==> src/rtl/rpc_pkg.sv <==
package rpc_pkg;

  localparam int MAX_WIDTH_DEF = 4096;
  localparam int QUEUE_DEPTH   = 4;
  localparam int QPTR_W        = $clog2(QUEUE_DEPTH);

  localparam int CFG_DATA_W = 13;

  // register indexes
  localparam logic [1:0] REG_DEPTH  = 2'd0;
  localparam logic [1:0] REG_FORMAT = 2'd1;
  localparam logic [1:0] REG_WIDTH  = 2'd2;

  // depth codes
  localparam logic [2:0] DEPTH_1  = 3'd0;
  localparam logic [2:0] DEPTH_2  = 3'd1;
  localparam logic [2:0] DEPTH_4  = 3'd2;
  localparam logic [2:0] DEPTH_8  = 3'd3;
  localparam logic [2:0] DEPTH_16 = 3'd4;
  localparam logic [2:0] DEPTH_24 = 3'd5;
  localparam logic [2:0] DEPTH_32 = 3'd6;

  // format codes
  localparam logic [2:0] FMT_GREY     = 3'd0;
  localparam logic [2:0] FMT_RGB332   = 3'd1;
  localparam logic [2:0] FMT_RGB565   = 3'd0;
  localparam logic [2:0] FMT_RGB555   = 3'd1;
  localparam logic [2:0] FMT_RGB444   = 3'd2;
  localparam logic [2:0] FMT_ARGB1555 = 3'd3;
  localparam logic [2:0] FMT_BGR565   = 3'd4;
  localparam logic [2:0] FMT_BGR555   = 3'd5;
  localparam logic [2:0] FMT_BGR444   = 3'd6;
  localparam logic [2:0] FMT_RGB888   = 3'd0;
  localparam logic [2:0] FMT_RGBA8888 = 3'd0;

  localparam logic [2:0]            DEPTH_RESET  = DEPTH_24;
  localparam logic [2:0]            FORMAT_RESET = 3'd0;
  localparam logic [CFG_DATA_W-1:0] WIDTH_RESET  = 13'd1;

  // chequerboard
  localparam logic [7:0] BG_DARK    = 8'h66;
  localparam logic [7:0] BG_LIGHT   = 8'h99;
  localparam logic [4:0] PHASE_HALF = 5'd10;
  localparam logic [4:0] PHASE_LAST = 5'd19;

  // one queue entry: either a raw byte of sub-byte pixels or a whole pixel value
  typedef struct packed {
    logic        restart;
    logic        sub;
    logic [31:0] value;
  } entry_t;

endpackage

==> src/rtl/raw_pixel_to_rgb888_converter_unit.sv <==
// Raw byte stream to RGB888 pixel converter. A byte is taken in each cycle while the
// four-entry queue between byte front end and pixel back end has room; the back end
// issues one pixel per cycle unless the queue is empty or the output stalls, so pixels
// bound throughput: eight per byte at 1 bpp, four at 2 bpp, two at 4 bpp, one per 1..4
// bytes at deeper formats. Queue head to output: decode, alpha multiply, divide by 255.
// Configuration must be written only while idle; the block itself does not enforce it.
module raw_pixel_to_rgb888_converter_unit #(
  parameter int MAX_WIDTH = rpc_pkg::MAX_WIDTH_DEF
) (
  input  logic                           clk,
  input  logic                           rst_n,
  input  logic                           in_tvalid,
  output logic                           in_tready,
  input  logic [7:0]                     in_tdata,   // data_byte
  input  logic                           in_tuser,   // restart
  output logic                           out_tvalid,
  input  logic                           out_tready,
  output logic [23:0]                    out_tdata,  // blue [23:16], green, red [7:0]
  output logic                           out_tlast,
  input  logic                           cfg_wr_en,
  input  logic [1:0]                     cfg_index,
  input  logic [rpc_pkg::CFG_DATA_W-1:0] cfg_data
);

  logic [2:0]                     depth_r, format_r;
  logic [rpc_pkg::CFG_DATA_W-1:0] width_r;
  logic                           depth_clr;
  logic                           q_full, q_push, q_pop, q_empty;
  rpc_pkg::entry_t                q_in, q_head;

  assign depth_clr = cfg_wr_en && (cfg_index == rpc_pkg::REG_DEPTH);

  always_ff @(posedge clk) begin
    if (!rst_n) begin
      depth_r  <= rpc_pkg::DEPTH_RESET;
      format_r <= rpc_pkg::FORMAT_RESET;
      width_r  <= rpc_pkg::WIDTH_RESET;
    end else if (cfg_wr_en) begin
      unique case (cfg_index)
        rpc_pkg::REG_DEPTH:  depth_r  <= cfg_data[2:0];
        rpc_pkg::REG_FORMAT: format_r <= cfg_data[2:0];
        rpc_pkg::REG_WIDTH:  width_r  <= cfg_data;
        default: begin
        end
      endcase
    end
  end

  rpc_front u_front (
    .clk       (clk),
    .rst_n     (rst_n),
    .depth     (depth_r),
    .depth_clr (depth_clr),
    .in_tvalid (in_tvalid),
    .in_tready (in_tready),
    .in_tdata  (in_tdata),
    .in_tuser  (in_tuser),
    .q_full    (q_full),
    .q_push    (q_push),
    .q_data    (q_in)
  );

  rpc_queue u_queue (
    .clk       (clk),
    .rst_n     (rst_n),
    .push      (q_push),
    .push_data (q_in),
    .full      (q_full),
    .pop       (q_pop),
    .head      (q_head),
    .empty     (q_empty)
  );

  rpc_back #(
    .MAX_WIDTH (MAX_WIDTH)
  ) u_back (
    .clk        (clk),
    .rst_n      (rst_n),
    .depth      (depth_r),
    .format     (format_r),
    .row_width  (width_r),
    .head       (q_head),
    .empty      (q_empty),
    .pop        (q_pop),
    .out_tvalid (out_tvalid),
    .out_tready (out_tready),
    .out_tdata  (out_tdata),
    .out_tlast  (out_tlast)
  );

endmodule

==> src/rtl/rpc_front.sv <==
module rpc_front (
  input  logic             clk,
  input  logic             rst_n,
  input  logic [2:0]       depth,
  input  logic             depth_clr,
  input  logic             in_tvalid,
  output logic             in_tready,
  input  logic [7:0]       in_tdata,
  input  logic             in_tuser,
  input  logic             q_full,
  output logic             q_push,
  output rpc_pkg::entry_t  q_data
);

  logic [23:0] acc_r, acc_nxt;
  logic [1:0]  idx_r, idx_nxt;
  logic        pend_r, pend_nxt;
  logic        accept;
  logic [2:0]  nbytes;
  logic [1:0]  lb;
  logic [23:0] acc_cur;
  logic [1:0]  idx_cur;
  logic [31:0] val;

  assign in_tready = !q_full;
  assign accept    = in_tvalid && in_tready;

  always_comb begin
    unique case (depth)
      rpc_pkg::DEPTH_16: nbytes = 3'd2;
      rpc_pkg::DEPTH_24: nbytes = 3'd3;
      rpc_pkg::DEPTH_32: nbytes = 3'd4;
      default:           nbytes = 3'd1;
    endcase
    lb = 2'(nbytes - 3'd1);
  end

  always_comb begin
    acc_cur  = in_tuser ? 24'd0 : acc_r;
    idx_cur  = in_tuser ? 2'd0  : idx_r;
    val      = {8'd0, acc_cur} | ({24'd0, in_tdata} << {lb, 3'b000});
    acc_nxt  = acc_r;
    idx_nxt  = idx_r;
    pend_nxt = pend_r;
    q_push   = 1'b0;
    q_data.restart = in_tuser || pend_r;
    q_data.sub     = 1'b0;
    q_data.value   = val;
    if (depth_clr) begin
      acc_nxt = 24'd0;
      idx_nxt = 2'd0;
    end
    if (accept) begin
      if (depth <= rpc_pkg::DEPTH_4) begin
        q_push       = 1'b1;
        q_data.sub   = 1'b1;
        q_data.value = {24'd0, in_tdata};
        acc_nxt      = acc_cur;
        idx_nxt      = idx_cur;
        pend_nxt     = 1'b0;
      end else if ({1'b0, idx_cur} + 3'd1 < nbytes) begin
        acc_nxt  = acc_cur | 24'({24'd0, in_tdata} << {idx_cur, 3'b000});
        idx_nxt  = idx_cur + 2'd1;
        pend_nxt = in_tuser || pend_r;
      end else begin
        q_push   = 1'b1;
        acc_nxt  = 24'd0;
        idx_nxt  = 2'd0;
        pend_nxt = 1'b0;
      end
    end
  end

  always_ff @(posedge clk) begin
    if (!rst_n) begin
      acc_r  <= 24'd0;
      idx_r  <= 2'd0;
      pend_r <= 1'b0;
    end else begin
      acc_r  <= acc_nxt;
      idx_r  <= idx_nxt;
      pend_r <= pend_nxt;
    end
  end

endmodule

==> src/rtl/rpc_queue.sv <==
module rpc_queue (
  input  logic             clk,
  input  logic             rst_n,
  input  logic             push,
  input  rpc_pkg::entry_t  push_data,
  output logic             full,
  input  logic             pop,
  output rpc_pkg::entry_t  head,
  output logic             empty
);

  localparam int AW = rpc_pkg::QPTR_W;
  localparam int CNT_W = AW + 1;

  rpc_pkg::entry_t mem_r [rpc_pkg::QUEUE_DEPTH];
  logic [AW-1:0]    wr_ptr_r, rd_ptr_r;
  logic [CNT_W-1:0] count_r;

  assign full  = (count_r == CNT_W'(rpc_pkg::QUEUE_DEPTH));
  assign empty = (count_r == '0);
  assign head  = mem_r[rd_ptr_r];

  always_ff @(posedge clk) begin
    if (push) begin
      mem_r[wr_ptr_r] <= push_data;
    end
  end

  always_ff @(posedge clk) begin
    if (!rst_n) begin
      wr_ptr_r <= '0;
      rd_ptr_r <= '0;
      count_r  <= '0;
    end else begin
      if (push) begin
        wr_ptr_r <= wr_ptr_r + AW'(1);
      end
      if (pop) begin
        rd_ptr_r <= rd_ptr_r + AW'(1);
      end
      if (push && !pop) begin
        count_r <= count_r + CNT_W'(1);
      end else if (pop && !push) begin
        count_r <= count_r - CNT_W'(1);
      end
    end
  end

endmodule

==> src/rtl/rpc_back.sv <==
module rpc_back #(
  parameter int MAX_WIDTH = rpc_pkg::MAX_WIDTH_DEF
) (
  input  logic                               clk,
  input  logic                               rst_n,
  input  logic [2:0]                         depth,
  input  logic [2:0]                         format,
  input  logic [rpc_pkg::CFG_DATA_W-1:0]     row_width,
  input  rpc_pkg::entry_t                    head,
  input  logic                               empty,
  output logic                               pop,
  output logic                               out_tvalid,
  input  logic                               out_tready,
  output logic [23:0]                        out_tdata,
  output logic                               out_tlast
);

  localparam int CW = (MAX_WIDTH > 1) ? $clog2(MAX_WIDTH) : 1;
  localparam int EW = $clog2(MAX_WIDTH + 1);

  function automatic logic [7:0] widen2(input logic [1:0] f);
    return {f, f, f, f};
  endfunction
  function automatic logic [7:0] widen3(input logic [2:0] f);
    return {f, f, f[2:1]};
  endfunction
  function automatic logic [7:0] widen4(input logic [3:0] f);
    return {f, f};
  endfunction
  function automatic logic [7:0] widen5(input logic [4:0] f);
    return {f, f[4:2]};
  endfunction
  function automatic logic [7:0] widen6(input logic [5:0] f);
    return {f, f[5:4]};
  endfunction

  logic          adv, issue, restart_now, sub_last, wrap;
  logic [2:0]    sub_i_r, sub_i_nxt;
  logic [CW-1:0] col_r, col_nxt, col_cur;
  logic [4:0]    cph_r, cph_nxt, cph_cur;
  logic [4:0]    rph_r, rph_nxt, rph_cur;
  logic [EW-1:0] eff_w;
  logic [7:0]    grey, r_d, g_d, b_d, a_d, bg_d;
  logic [31:0]   v;

  logic          s1_v_r, s2_v_r, out_v_r;
  logic [7:0]    s1_r_r, s1_g_r, s1_b_r, s1_a_r, s1_bg_r;
  logic          s1_last_r, s2_last_r, out_last_r;
  logic          s2_opq_r;
  logic [15:0]   s2_r_r, s2_g_r, s2_b_r;
  logic [23:0]   out_data_r;
  logic [7:0]    ia;
  logic          opq;

  assign adv         = !out_v_r || out_tready;
  assign issue       = adv && !empty;
  assign restart_now = head.restart && (sub_i_r == 3'd0);
  assign sub_last    = (sub_i_r == (3'd7 >> depth[1:0]));
  assign pop         = issue && (!head.sub || sub_last);

  // position of this pixel
  always_comb begin
    col_cur = restart_now ? '0   : col_r;
    cph_cur = restart_now ? 5'd0 : cph_r;
    rph_cur = restart_now ? 5'd0 : rph_r;
    if (row_width == '0) begin
      eff_w = EW'(1);
    end else if (row_width > MAX_WIDTH) begin
      eff_w = EW'(MAX_WIDTH);
    end else begin
      eff_w = EW'(row_width);
    end
    wrap = (EW'(col_cur) + EW'(1)) >= eff_w;
    if (wrap) begin
      col_nxt = '0;
      cph_nxt = 5'd0;
      rph_nxt = (rph_cur == rpc_pkg::PHASE_LAST) ? 5'd0 : rph_cur + 5'd1;
    end else begin
      col_nxt = col_cur + CW'(1);
      cph_nxt = (cph_cur == rpc_pkg::PHASE_LAST) ? 5'd0 : cph_cur + 5'd1;
      rph_nxt = rph_cur;
    end
    bg_d = ((cph_cur >= rpc_pkg::PHASE_HALF) ^ (rph_cur >= rpc_pkg::PHASE_HALF)) ?
           rpc_pkg::BG_DARK : rpc_pkg::BG_LIGHT;
    sub_i_nxt = (head.sub && !sub_last) ? sub_i_r + 3'd1 : 3'd0;
  end

  // colour decode
  always_comb begin
    v = head.value;
    unique case (depth[1:0])
      2'd0:    grey = v[{2'b00, sub_i_r}] ? 8'hFF : 8'h00;
      2'd1:    grey = widen2(v[{2'b00, sub_i_r[1:0], 1'b0} +: 2]);
      default: grey = widen4(v[{2'b00, sub_i_r[0], 2'b00} +: 4]);
    endcase
    r_d = v[7:0];
    g_d = v[7:0];
    b_d = v[7:0];
    a_d = 8'hFF;
    if (head.sub) begin
      r_d = grey;
      g_d = grey;
      b_d = grey;
    end else begin
      unique case (depth)
        rpc_pkg::DEPTH_8: begin
          if (format == rpc_pkg::FMT_RGB332) begin
            r_d = widen3(v[7:5]);
            g_d = widen3(v[4:2]);
            b_d = widen2(v[1:0]);
          end
        end
        rpc_pkg::DEPTH_16: begin
          unique case (format)
            rpc_pkg::FMT_RGB565: begin
              r_d = widen5(v[15:11]); g_d = widen6(v[10:5]); b_d = widen5(v[4:0]);
            end
            rpc_pkg::FMT_RGB555: begin
              r_d = widen5(v[14:10]); g_d = widen5(v[9:5]); b_d = widen5(v[4:0]);
            end
            rpc_pkg::FMT_RGB444: begin
              r_d = widen4(v[11:8]); g_d = widen4(v[7:4]); b_d = widen4(v[3:0]);
            end
            rpc_pkg::FMT_ARGB1555: begin
              r_d = widen5(v[14:10]); g_d = widen5(v[9:5]); b_d = widen5(v[4:0]);
              a_d = v[15] ? 8'hFF : 8'h00;
            end
            rpc_pkg::FMT_BGR565: begin
              r_d = widen5(v[4:0]); g_d = widen6(v[10:5]); b_d = widen5(v[15:11]);
            end
            rpc_pkg::FMT_BGR555: begin
              r_d = widen5(v[4:0]); g_d = widen5(v[9:5]); b_d = widen5(v[14:10]);
            end
            rpc_pkg::FMT_BGR444: begin
              r_d = widen4(v[3:0]); g_d = widen4(v[7:4]); b_d = widen4(v[11:8]);
            end
            default: begin
            end
          endcase
        end
        rpc_pkg::DEPTH_24: begin
          if (format == rpc_pkg::FMT_RGB888) begin
            r_d = v[23:16]; g_d = v[15:8]; b_d = v[7:0];
          end
        end
        rpc_pkg::DEPTH_32: begin
          if (format == rpc_pkg::FMT_RGBA8888) begin
            r_d = v[31:24]; g_d = v[23:16]; b_d = v[15:8]; a_d = v[7:0];
          end
        end
        default: begin
        end
      endcase
    end
  end

  // floor(x / 255) for x below 65280
  function automatic logic [7:0] div255(input logic [15:0] x);
    logic [16:0] t;
    t = 17'(x) + 17'd1 + 17'(x[15:8]);
    return t[15:8];
  endfunction

  function automatic logic [15:0] mix(input logic [7:0] c, input logic [7:0] a,
                                      input logic [7:0] na, input logic [7:0] bg);
    return ({8'd0, c} * {8'd0, a}) + ({8'd0, bg} * {8'd0, na});
  endfunction

  assign opq = (s1_a_r == 8'hFF);
  assign ia  = 8'hFF - s1_a_r;

  always_ff @(posedge clk) begin
    if (adv) begin
      s1_r_r    <= r_d;
      s1_g_r    <= g_d;
      s1_b_r    <= b_d;
      s1_a_r    <= a_d;
      s1_bg_r   <= bg_d;
      s1_last_r <= !head.sub || sub_last;
      s2_opq_r  <= opq;
      s2_last_r <= s1_last_r;
      s2_r_r    <= opq ? {8'd0, s1_r_r} : mix(s1_r_r, s1_a_r, ia, s1_bg_r);
      s2_g_r    <= opq ? {8'd0, s1_g_r} : mix(s1_g_r, s1_a_r, ia, s1_bg_r);
      s2_b_r    <= opq ? {8'd0, s1_b_r} : mix(s1_b_r, s1_a_r, ia, s1_bg_r);
      out_last_r <= s2_last_r;
      if (s2_opq_r) begin
        out_data_r <= {s2_b_r[7:0], s2_g_r[7:0], s2_r_r[7:0]};
      end else begin
        out_data_r <= {div255(s2_b_r), div255(s2_g_r), div255(s2_r_r)};
      end
    end
  end

  always_ff @(posedge clk) begin
    if (!rst_n) begin
      s1_v_r  <= 1'b0;
      s2_v_r  <= 1'b0;
      out_v_r <= 1'b0;
      sub_i_r <= 3'd0;
      col_r   <= '0;
      cph_r   <= 5'd0;
      rph_r   <= 5'd0;
    end else begin
      if (adv) begin
        s1_v_r  <= issue;
        s2_v_r  <= s1_v_r;
        out_v_r <= s2_v_r;
      end
      if (issue) begin
        sub_i_r <= sub_i_nxt;
        col_r   <= col_nxt;
        cph_r   <= cph_nxt;
        rph_r   <= rph_nxt;
      end
    end
  end

  assign out_tvalid = out_v_r;
  assign out_tdata  = out_data_r;
  assign out_tlast  = out_last_r;

endmodule
==> config.mk <==
export PLATFORM = sky130hd
export DESIGN_NAME = raw_pixel_to_rgb888_converter_unit
export DESIGN_NICKNAME = d
export VERILOG_FILES = /design/src/rtl/rpc_pkg.sv /design/src/rtl/raw_pixel_to_rgb888_converter_unit.sv /design/src/rtl/rpc_front.sv /design/src/rtl/rpc_queue.sv /design/src/rtl/rpc_back.sv
export SDC_FILE = /design/constraint.sdc
export NUM_CORES = 1
export LEC_CHECK = 0
export BUFFER_PORTS_ARGS = -buffer_cell sky130_fd_sc_hd__buf_2
export CAP_MARGIN = 40
export CORE_AREA = 2 2 210 212
export CTS_BUF_LIST = sky130_fd_sc_hd__clkbuf_8
export CTS_CLUSTER_SIZE = 28
export DETAILED_ROUTE_END_ITERATION = 6
export DIE_AREA = 0 0 212 214
export PLACE_DENSITY_LB_ADDON = 0.15
export SETUP_SLACK_MARGIN = 0.1
export SYNTH_ARGS = -nofsm -noshare
export SYNTH_HDL_FRONTEND = slang
export SYNTH_SLANG_ARGS = --single-unit
==> constraint.sdc <==
create_clock -name clk -period 10.4 [get_ports clk]
set_clock_uncertainty 0.1 [all_clocks]
set_input_delay 1.04 -clock clk [delete_from_list [all_inputs] [get_ports clk]]
set_output_delay 1.04 -clock clk [all_outputs]
set_load 0.01 [all_outputs]
### Word level (Yosys, flattened, before mapping)

Memories as Yosys holds them, arrays and structs flattened. A register that Yosys moved wholly into a read port is not among the register bits.
Cells that the tools add are included.

* RAM bits: 136
* register bits after elaboration: 197
* memories kept: 1
* bits of input ports: 29
* output and inout bits: 27

Memory list
* u_queue.mem_r: depth 4, bits a word 34, rd ports 1, clocked after Yosys merged registers in 1, write ports 1, RTL line rpc_queue.sv:15 `rpc_pkg::entry_t mem_r [rpc_pkg::QUEUE_DEPTH];`

* add/sub/neg operators: 22
* mux-type cells: 63
* bitwise logic cells: 3
* order comparisons: 7
* reductions and logical operators: 35
* equal/unequal tests: 18
* multipliers: 4
* shift-type cells: 5

Operators by type and width (count)
* $mux W24: 6
* $mux W8: 16
* $pmux W8 S5: 2
* $mux W33: 2
* $mul A8 B8 Y16: 4
* $pmux W8 S4: 2
* $add A16 B1 Y16 const B: 3
* $add A16 B16 Y16: 3
* $add A16 B8 Y16: 3
* $pmux W8 S3: 2
* $mux W5: 7
* $or A24 B32 Y32: 1
* $pmux W8 S2: 2
* $shiftx A32 B4 Y2: 1
* $shiftx A32 B4 Y4: 1
* $shl A8 B5 Y32: 1
* $mux W13: 2
* $mux W12: 2
* $or A24 B24 Y24: 1
* $shl A8 B5 Y24: 1
* $eq A3 B3 Y1 const B: 7
* $mux W2: 7
* $add A12 B1 Y13 const B: 1
* $ge A13 B13 Y1: 1
* other kinds (36): 79

### Logic depth before layout (Yosys ltp)

Gate-level depths: netlist of the first run.

* word-level depth: 10
* gate-level depth with buffers: 30

### Hierarchy

From an unflattened synthesis of the first run, not the netlist that was laid out.

* cells, all modules: 2596
* area total of the unflattened synthesis: 25963.7 um^2

Modules (own cells, without submodules)
* rpc_back: instances 1, cells an instance 2122, area each 18267.5 um^2, sequential area each 3863.7 um^2
* rpc_queue: instances 1, cells an instance 221, area each 5400.2 um^2, sequential area each 4264.1 um^2
* rpc_front: instances 1, cells an instance 173, area each 1527.7 um^2, sequential area each 540.5 um^2
* raw_pixel_to_rgb888_converter_unit: instances 1, cells an instance 80, area each 768.2 um^2, sequential area each 380.4 um^2

### Worst setup path before layout of the first run

OpenSTA, ideal clock, no wires.

* path type: register to register
* from: register u_back.s1_a_r[3]
* to: register u_back.s2_g_r[15] (data pin)
* cell stages (with the launch flop): 30
* buffers on the path: 1
* arrival time: 7.124 ns
* slack: 2.910 ns
* cell sequence: edfxtp_1 clkbuf_1 nand2b_1 inv_1 fa_1 fa_1 inv_1 fa_1 fa_1 inv_1 ha_1 inv_1 nor2_1 nor2_1 xor2_1 fa_1 fa_1 inv_1 fa_1 inv_1 fa_1 inv_1 ha_1 o21a_1 o31ai_1 a211o_1 o21a_1 nor3_1 xor2_1 nor2_1

* word-level cells in the longest chain between the ends: 3
* elaborated cells on any way between the ends: 5
* classes of those cells: add/sub (2); mul (2); eq/ne (1)

Ends and longest elaborated chain
* start: declaration: RTL line rpc_back.sv:47 `logic [7:0] s1_r_r, s1_g_r, s1_b_r, s1_a_r, s1_bg_r;`
* start signal: assignment: RTL line rpc_back.sv:177 `s1_a_r <= a_d;`
* $sub A8 B8 Y8: RTL line rpc_back.sv:170 `assign ia = 8'hFF - s1_a_r;`
* $mul A8 B8 Y16: RTL line rpc_back.sv:166 `return ({8'd0, c} * {8'd0, a}) + ({8'd0, bg} * {8'd0, na});`
* $add A16 B16 Y16: RTL line rpc_back.sv:166
* end signal: assignment: RTL line rpc_back.sv:183 `s2_g_r <= opq ? {8'd0, s1_g_r} : mix(s1_g_r, s1_a_r, ia, s1_bg_r);`
* end: declaration: RTL line rpc_back.sv:50 `logic [15:0] s2_r_r, s2_g_r, s2_b_r;`

Parallel ways exist; a longest one is shown, timed or not.
A chain may end at the register's enable or synchronous reset.

### Worst setup path in the final report of the first run

* from: register u_back.s1_bg_r[4]
* to: register u_back.s2_g_r[15] (data pin)

* word-level cells in the longest chain between the ends: 2

Ends and longest elaborated chain
* start: declaration: RTL line rpc_back.sv:47
* start signal: assignment: RTL line rpc_back.sv:178 `s1_bg_r <= bg_d;`
* $mul A8 B8 Y16: RTL line rpc_back.sv:166
* $add A16 B16 Y16: RTL line rpc_back.sv:166

No other way between the ends.

==> results of run 1 <==
[registers in the layout, indices dropped and copies added, names as in the netlist, 2 cells and up, named ones only]
signal            cells
depth_r               3
u_back.out_tdata     24
u_queue.count_r       3
u_queue.rd_ptr_r      2
u_back.s1_r_r         8
u_back.s1_a_r         8
u_queue.mem_r       136
u_front.idx_r         2
width_r              13
u_back.rph_r          5
u_back.s1_b_r         8
u_queue.wr_ptr_r      2
u_back.sub_i_r        3
format_r              3
u_back.cph_r          5
u_back.s2_g_r        16
u_back.s2_b_r        16
u_back.col_r         12
u_back.s2_r_r        16
u_back.s1_bg_r        2
u_front.acc_r        24
u_back.s1_g_r         8
[cell usage after synthesis, drive strengths merged (20+ instances only)]
library cell and n:
a21o 21, a21oi 151, and2 123, and3 24, buf 20, clkbuf 110
dfxtp 83, edfxtp 246, fa 181, ha 183, inv 308, mux2i 20
mux4 36, nand2 357, nand2b 41, nand3 38, nor2 147, nor2b 36
nor3 26, o21a 22, o21ai 137, xnor2 48, xor2 46
[worst min path at each step]
stage	start	end	slack [ns]
after floorplan	u_back.s2_last_r$_DFFE_PP_	u_back.out_tlast$_DFFE_PP_	0.30
after global placement	u_back.s1_last_r$_DFFE_PP_	u_back.s2_last_r$_DFFE_PP_	0.31
after detailed placement	u_back.s2_last_r$_DFFE_PP_	u_back.out_tlast$_DFFE_PP_	0.31
after CTS	u_back.s1_last_r$_DFFE_PP_	u_back.s2_last_r$_DFFE_PP_	0.32
after global routing	u_back.s1_last_r$_DFFE_PP_	u_back.s2_last_r$_DFFE_PP_	0.33
final	u_back.s1_last_r$_DFFE_PP_	u_back.s2_last_r$_DFFE_PP_	0.32
[cells in the final DEF, fill, tap and decap left out, types with 21 or more instances in the layout]
cell type and instances:
inv_1 325, nand2_1 357, nand2b_1 41, dfxtp_1 82, buf_2 56, fa_1 181
a21oi_1 150, nor2b_1 36, mux4_2 36, xor2_1 46, a21o_1 21, o21ai_0 116
and3_1 24, edfxtp_1 246, buf_4 30, nand3_1 38, ha_1 183, clkbuf_8 56
nor3_1 21, and2_1 122, o21a_1 22, nor2_1 147, xnor2_1 48, o21ai_1 21
[layer usage]
layer	wire length [µm]	up-vias	track usage, %
met2	30100	573	47.6
met4	2430	0	11.4
li1	-	8875	-
met3	3250	136	3.64
met1	25600	9187	36.2
met5	0	-	0
[through the flow]
stage / instance area (µm²) / setup slack (ns)
after detailed placement: 26400 / 1.77
after floorplan: 25500 / 2.91
after global routing: 27500 / 1.87
final: 27500 / 2.20
after CTS: 27500 / 1.74
after global placement: 26300 / 1.88
[final cells by class]
| class | instances | area (µm²) |
|---|---|---|
| multi-input cells | 1836 | 14800 |
| clock buffers | 56 | 771 |
| clock inverters | 47 | 317 |
| inverters | 309 | 1160 |
| repair buffers | 91 | 618 |
| fillers | 3511 | 15400 |
| flip-flops and latches | 329 | 9050 |
| well taps | 585 | 732 |
[cells by family (layout without fill, tap and decap cells)]
family,Yosys count,after routing,synth area share (%)
AOI/OAI and AO/OA,466,466,11.3
xor gates and xnor gates,95,95,3.31
adders and majority gates,364,364,23.2
buffers and inverters,439,503,6.57
DFF,329,329,35.4
muxes,64,64,4.36
other,1,3,0.0147
and+or+nand+nor,844,844,15.9
==> impl_metrics.env, run 1 <==
export IMPL_cts_setup_buffers=0
export IMPL_cts_buffers=56
export IMPL_drt_antenna_violating_nets=0
export IMPL_dp_hpwl_um=45000
export IMPL_cts_hold_buffers=0
export IMPL_antenna_found_initial=0
export IMPL_cts_root_buf="clkbuf_8"
export IMPL_crit_type="flip-flop to flip-flop"
export IMPL_cp_start_kind="flip-flop"
export IMPL_critPathTopFamily="adder cells"
export IMPL_ios=56
export IMPL_synth_edf_count=246
export IMPL_drt_wl_total_um=61300
export IMPL_reg2reg_depth=27
export IMPL_first_iter_violations=1288
export IMPL_htree_levels=2
export IMPL_place_gp_congestion=0.965
export IMPL_synth_seq_area_share_pct=35.4
export IMPL_yosys_top_cells_area="edfxtp_1 29%, fa_1 14%, ha_1 9.0%, dfxtp_1 6.5%, nand2_1 5.2%"
export IMPL_start_util_pct=59.5
export IMPL_finalHoldViolations=0
export IMPL_critPathBufInv=6
export IMPL_crit_path_top_delay_cell="xor2_1"
export IMPL_die_area_mm2=0.0454
export IMPL_cts_resized=0
export IMPL_syn_to_final_growth_pct=7.63
export IMPL_vias_per_cell=5.77
export IMPL_grt_pass1_wl_um=101000
export IMPL_fin_crit_sh_pct=78.9
export IMPL_hold_path_cell_count=0
export IMPL_portBuffers=55
export IMPL_r2r_slack_ns=2.20
export IMPL_whs_ns=0.320
export IMPL_synthCells=2602
export IMPL_path_clk_slew_ns=0.05
export IMPL_fmax_mhz=122
export IMPL_syn_cell_area_mm2=0.0255
export IMPL_cp_max_fo=9
export IMPL_post_synth_cell_area_avg_um2=9.81
export IMPL_placed_cells_incl_taps=3148
export IMPL_antenna_cells=0
export IMPL_synthDistinctLibCells=85
export IMPL_drv_slew=0
export IMPL_clk_latency_ns=0.67
export IMPL_yosysTopAreaCell="edfxtp_1"
export IMPL_critPathMostFrequentCell="fa_1"
export IMPL_crit_arrival_ns=8.52
export IMPL_vias=18800
export IMPL_slew_headroom_pct=33.4
export IMPL_ys_ff_latch=329
export IMPL_crit_reg2reg_launch="u_back.s1_bg_r[4]$_DFFE_PP_"
export IMPL_worstSetupStartpoint="u_back.s1_bg_r[4]$_DFFE_PP_"
export IMPL_endpoint="u_back.s2_g_r[15]$_SDFFCE_PP0P_"
export IMPL_drv_cap=0
export IMPL_row_count=76
export IMPL_setup_viol=0
export IMPL_synth_flop_cell="edfxtp_1"
export IMPL_finalCriticalPeriod_ns=8.20
export IMPL_die_w_um=212
export IMPL_tns_ns=0
export IMPL_critPathRequiredTime_ns=10.72
export IMPL_wire_per_inst_um=18.9
export IMPL_fin_util_pct=64.1
export IMPL_cp_num_cells=27
export IMPL_cpPeakStageDelay_ns=0.56
export IMPL_grt_setup_unrepaired="false"
export IMPL_first_pass_iters=7
export IMPL_status="completed"
export IMPL_ys_warnings_count=0
export IMPL_clkSinkCount=329
export IMPL_drc=0
export IMPL_grt_ovfl_total=0
export IMPL_stdcell_count=3253
export IMPL_worst_hold_path_type="flip-flop to flip-flop"
export IMPL_fin_nets=3016
export IMPL_drive_gt1_share_pct=8.55
export IMPL_endpoint_kind="flip-flop"
export IMPL_async_flop_share_pct=0
export IMPL_die_h_um=214
export IMPL_grt_pass1_vias=19400
export IMPL_core_mm2=0.0429
export IMPL_cts_buffer_depth=3
export IMPL_reg2reg_to="u_back.s2_g_r[15]$_SDFFCE_PP0P_"
export IMPL_cts_tree="done"
export IMPL_grt_usage_pct=28.0
export IMPL_synth_top_area_share_pct=28.9
export IMPL_grt_max_degree=72
export IMPL_worst_slew_pin_slew_ns=0.999
Power of run 1 is left out: the tool's default activity adds up to more than one toggle a clock period on the data nets, which glitch-free logic cannot reach.
==> run 2, diff against run 1 <==
==> constraint.sdc (replaced) <==
create_clock -name clk -period 8.05 [get_ports clk]
set_clock_uncertainty 0.1 [all_clocks]
set_input_delay 0.805 -clock clk [delete_from_list [all_inputs] [get_ports clk]]
set_output_delay 0.805 -clock clk [all_outputs]
set_load 0.01 [all_outputs]
==> run 2 against run 1 <==
  * Maximum frequency grew 8.0%
  * Global-route usage shrank 0.26 points
  * Non-clock buffer count grew 8
  * Final area grew 0.43%
  * Count of clock-buffer cells in the layout grew 6
  * Die area is the same
  * Flip-flop and latch count is the same
  * Hold slack lost 0.029 ns
  * Critical path depth grew 3
  * First-iteration DRC count grew 3.8%
==> impl_metrics.env, run 2 (same netlist as run 1, synthesis figures left out) <==
export IMPL_core_mm2=0.0429
export IMPL_critPathRequiredTime_ns=8.38
export IMPL_grt_pass1_wl_um=100000
export IMPL_cpPeakStageDelay_ns=0.53
export IMPL_grt_ovfl_total=0
export IMPL_cts_hold_buffers=0
export IMPL_whs_ns=0.291
export IMPL_worst_hold_path_type="input pin to flip-flop"
export IMPL_worstSetupStartpoint="u_back.s1_bg_r[6]$_DFFE_PP_"
export IMPL_cp_max_fo=8
export IMPL_drive_gt1_share_pct=9.27
export IMPL_grt_max_degree=63
export IMPL_use_met2_pct=47.1
export IMPL_drc=0
export IMPL_placed_cells_incl_taps=3157
export IMPL_drv_cap=0
export IMPL_cts_root_buf="clkbuf_8"
export IMPL_antenna_found_initial=0
export IMPL_grt_usage_pct=27.7
export IMPL_stdcell_count=3260
export IMPL_die_h_um=214
export IMPL_finalHoldViolations=0
export IMPL_largest_reg_flops=136
export IMPL_first_pass_iters=6
export IMPL_grt_pass1_vias=19200
export IMPL_drt_wl_total_um=60900
export IMPL_grt_setup_unrepaired="false"
export IMPL_place_gp_congestion=0.960
export IMPL_die_area_mm2=0.0454
export IMPL_crit_reg2reg_launch="u_back.s1_bg_r[6]$_DFFE_PP_"
export IMPL_seqCellArea_mm2=0.00905
export IMPL_path_clk_slew_ns=0.08
export IMPL_finalCriticalPeriod_ns=7.59
export IMPL_use_met3_pct=3.12
export IMPL_endpoint_kind="flip-flop"
export IMPL_crit_path_top_delay_cell="fa_1"
export IMPL_cp_start_kind="flip-flop"
export IMPL_cts_buffer_depth=3
export IMPL_cts_buffers=54
export IMPL_largest_register="u_queue.mem_r"
export IMPL_portBuffers=55
export IMPL_slew_headroom_pct=35.9
export IMPL_setup_viol=0
export IMPL_grt_util_met1_pct=36.0
export IMPL_start_util_pct=59.5
export IMPL_tns_ns=0
export IMPL_first_iter_violations=1337
export IMPL_vias_per_cell=5.75
export IMPL_antenna_cells=0
export IMPL_fin_crit_sh_pct=94.3
export IMPL_final_common_cell="nand2_1"
export IMPL_row_count=76
export IMPL_crit_arrival_ns=7.93
export IMPL_worst_slew_pin_slew_ns=0.962
export IMPL_cts_tree="done"
export IMPL_busiest_layer="met2"
export IMPL_fin_nets=3022
export IMPL_vias=18700
export IMPL_wire_per_inst_um=18.7
export IMPL_drt_antenna_violating_nets=0
export IMPL_clk_latency_ns=0.67
export IMPL_fillCellCount=3464
export IMPL_fmax_mhz=132
export IMPL_final_cell_mix="357 x nand2_1, 324 x inv_1, 246 x edfxtp_1"
export IMPL_htree_levels=2
export IMPL_min_from="cfg_data[6]"
export IMPL_ios=56
export IMPL_clkSinkCount=329
export IMPL_crit_type="flip-flop to flip-flop"
export IMPL_dp_hpwl_um=44300
export IMPL_multi_input_area_mm2=0.0148
export IMPL_status="completed"
export IMPL_drv_slew=0
export IMPL_syn_to_final_growth_pct=8.09
export IMPL_die_w_um=212
run 2: cell types whose count changed in the layout (fill, tap and decap cells not counted), moves of 2 or more:
cell,delta
buf_4,+12
clkinv_1,-7
clkbuf_8,+6
clkinvlp_4,+3
buf_8,-2
clkinv_2,-2
inv_12,+2
inv_16,-2
run 2: layout make-up:
| cell class | count | area share, % |
|---|---|---|
| Timing Repair Buffer | 99 | 2.34 |
| Inverter | 309 | 4.21 |
| Clock buffer | 62 | 3.09 |
| Sequential cell | 329 | 32.8 |
| Clock inverter | 40 | 1.11 |
| Multi-Input combinational cell | 1836 | 53.8 |
| Tap cell | 585 | 2.65 |
run 2: path summary, 6_finish.rpt:
path	cells after the start	to	slack, ns
worst max-delay path	30	u_back.s2_g_r[15]$_SDFFCE_PP0P_	0.46
worst max register to register	30	u_back.s2_g_r[15]$_SDFFCE_PP0P_	0.46
worst min register to register	0	u_back.s2_last_r$_DFFE_PP_	0.33
worst min-delay path	3	width_r[6]$_SDFFE_PN0P_	0.29
run 2: timing repair:
item | 4_1_cts | 5_1_grt
resized for setup | 0 | 4
endpoints found under the setup margin | 0 | 4
buffers inserted | 0 | 1
run 2: per-stage QoR:
| step | setup slack (ns) | cell area, µm² | utilization, % |
|---|---|---|---|
| after global routing | 0.103 | 27600 | 64.3 |
| after detailed placement | 0.352 | 26400 | 61.6 |
| after CTS | 0.393 | 27600 | 64.3 |
| after global placement | 0.459 | 26400 | 61.4 |
| final | 0.458 | 27600 | 64.3 |
| after floorplan | 0.560 | 25500 | - |
run 2: worst max-delay path, delay by kind of cell, from the launching register on:
kind	cells	cell delay, ns
flops	1	0.48
xor+xnor	2	0.34
buf+inv	8	0.56
fa+ha+maj	10	4.35
compound gates	5	0.94
simple gates	5	0.63
run 2: routing by layer:
metal  up-vias  wire [µm]
met1      9171      25600
met5         -          0
met2       533      29900
li1       8885          -
met4         0       2480
met3       143       2880
Power of run 2 is left out for the same reason.
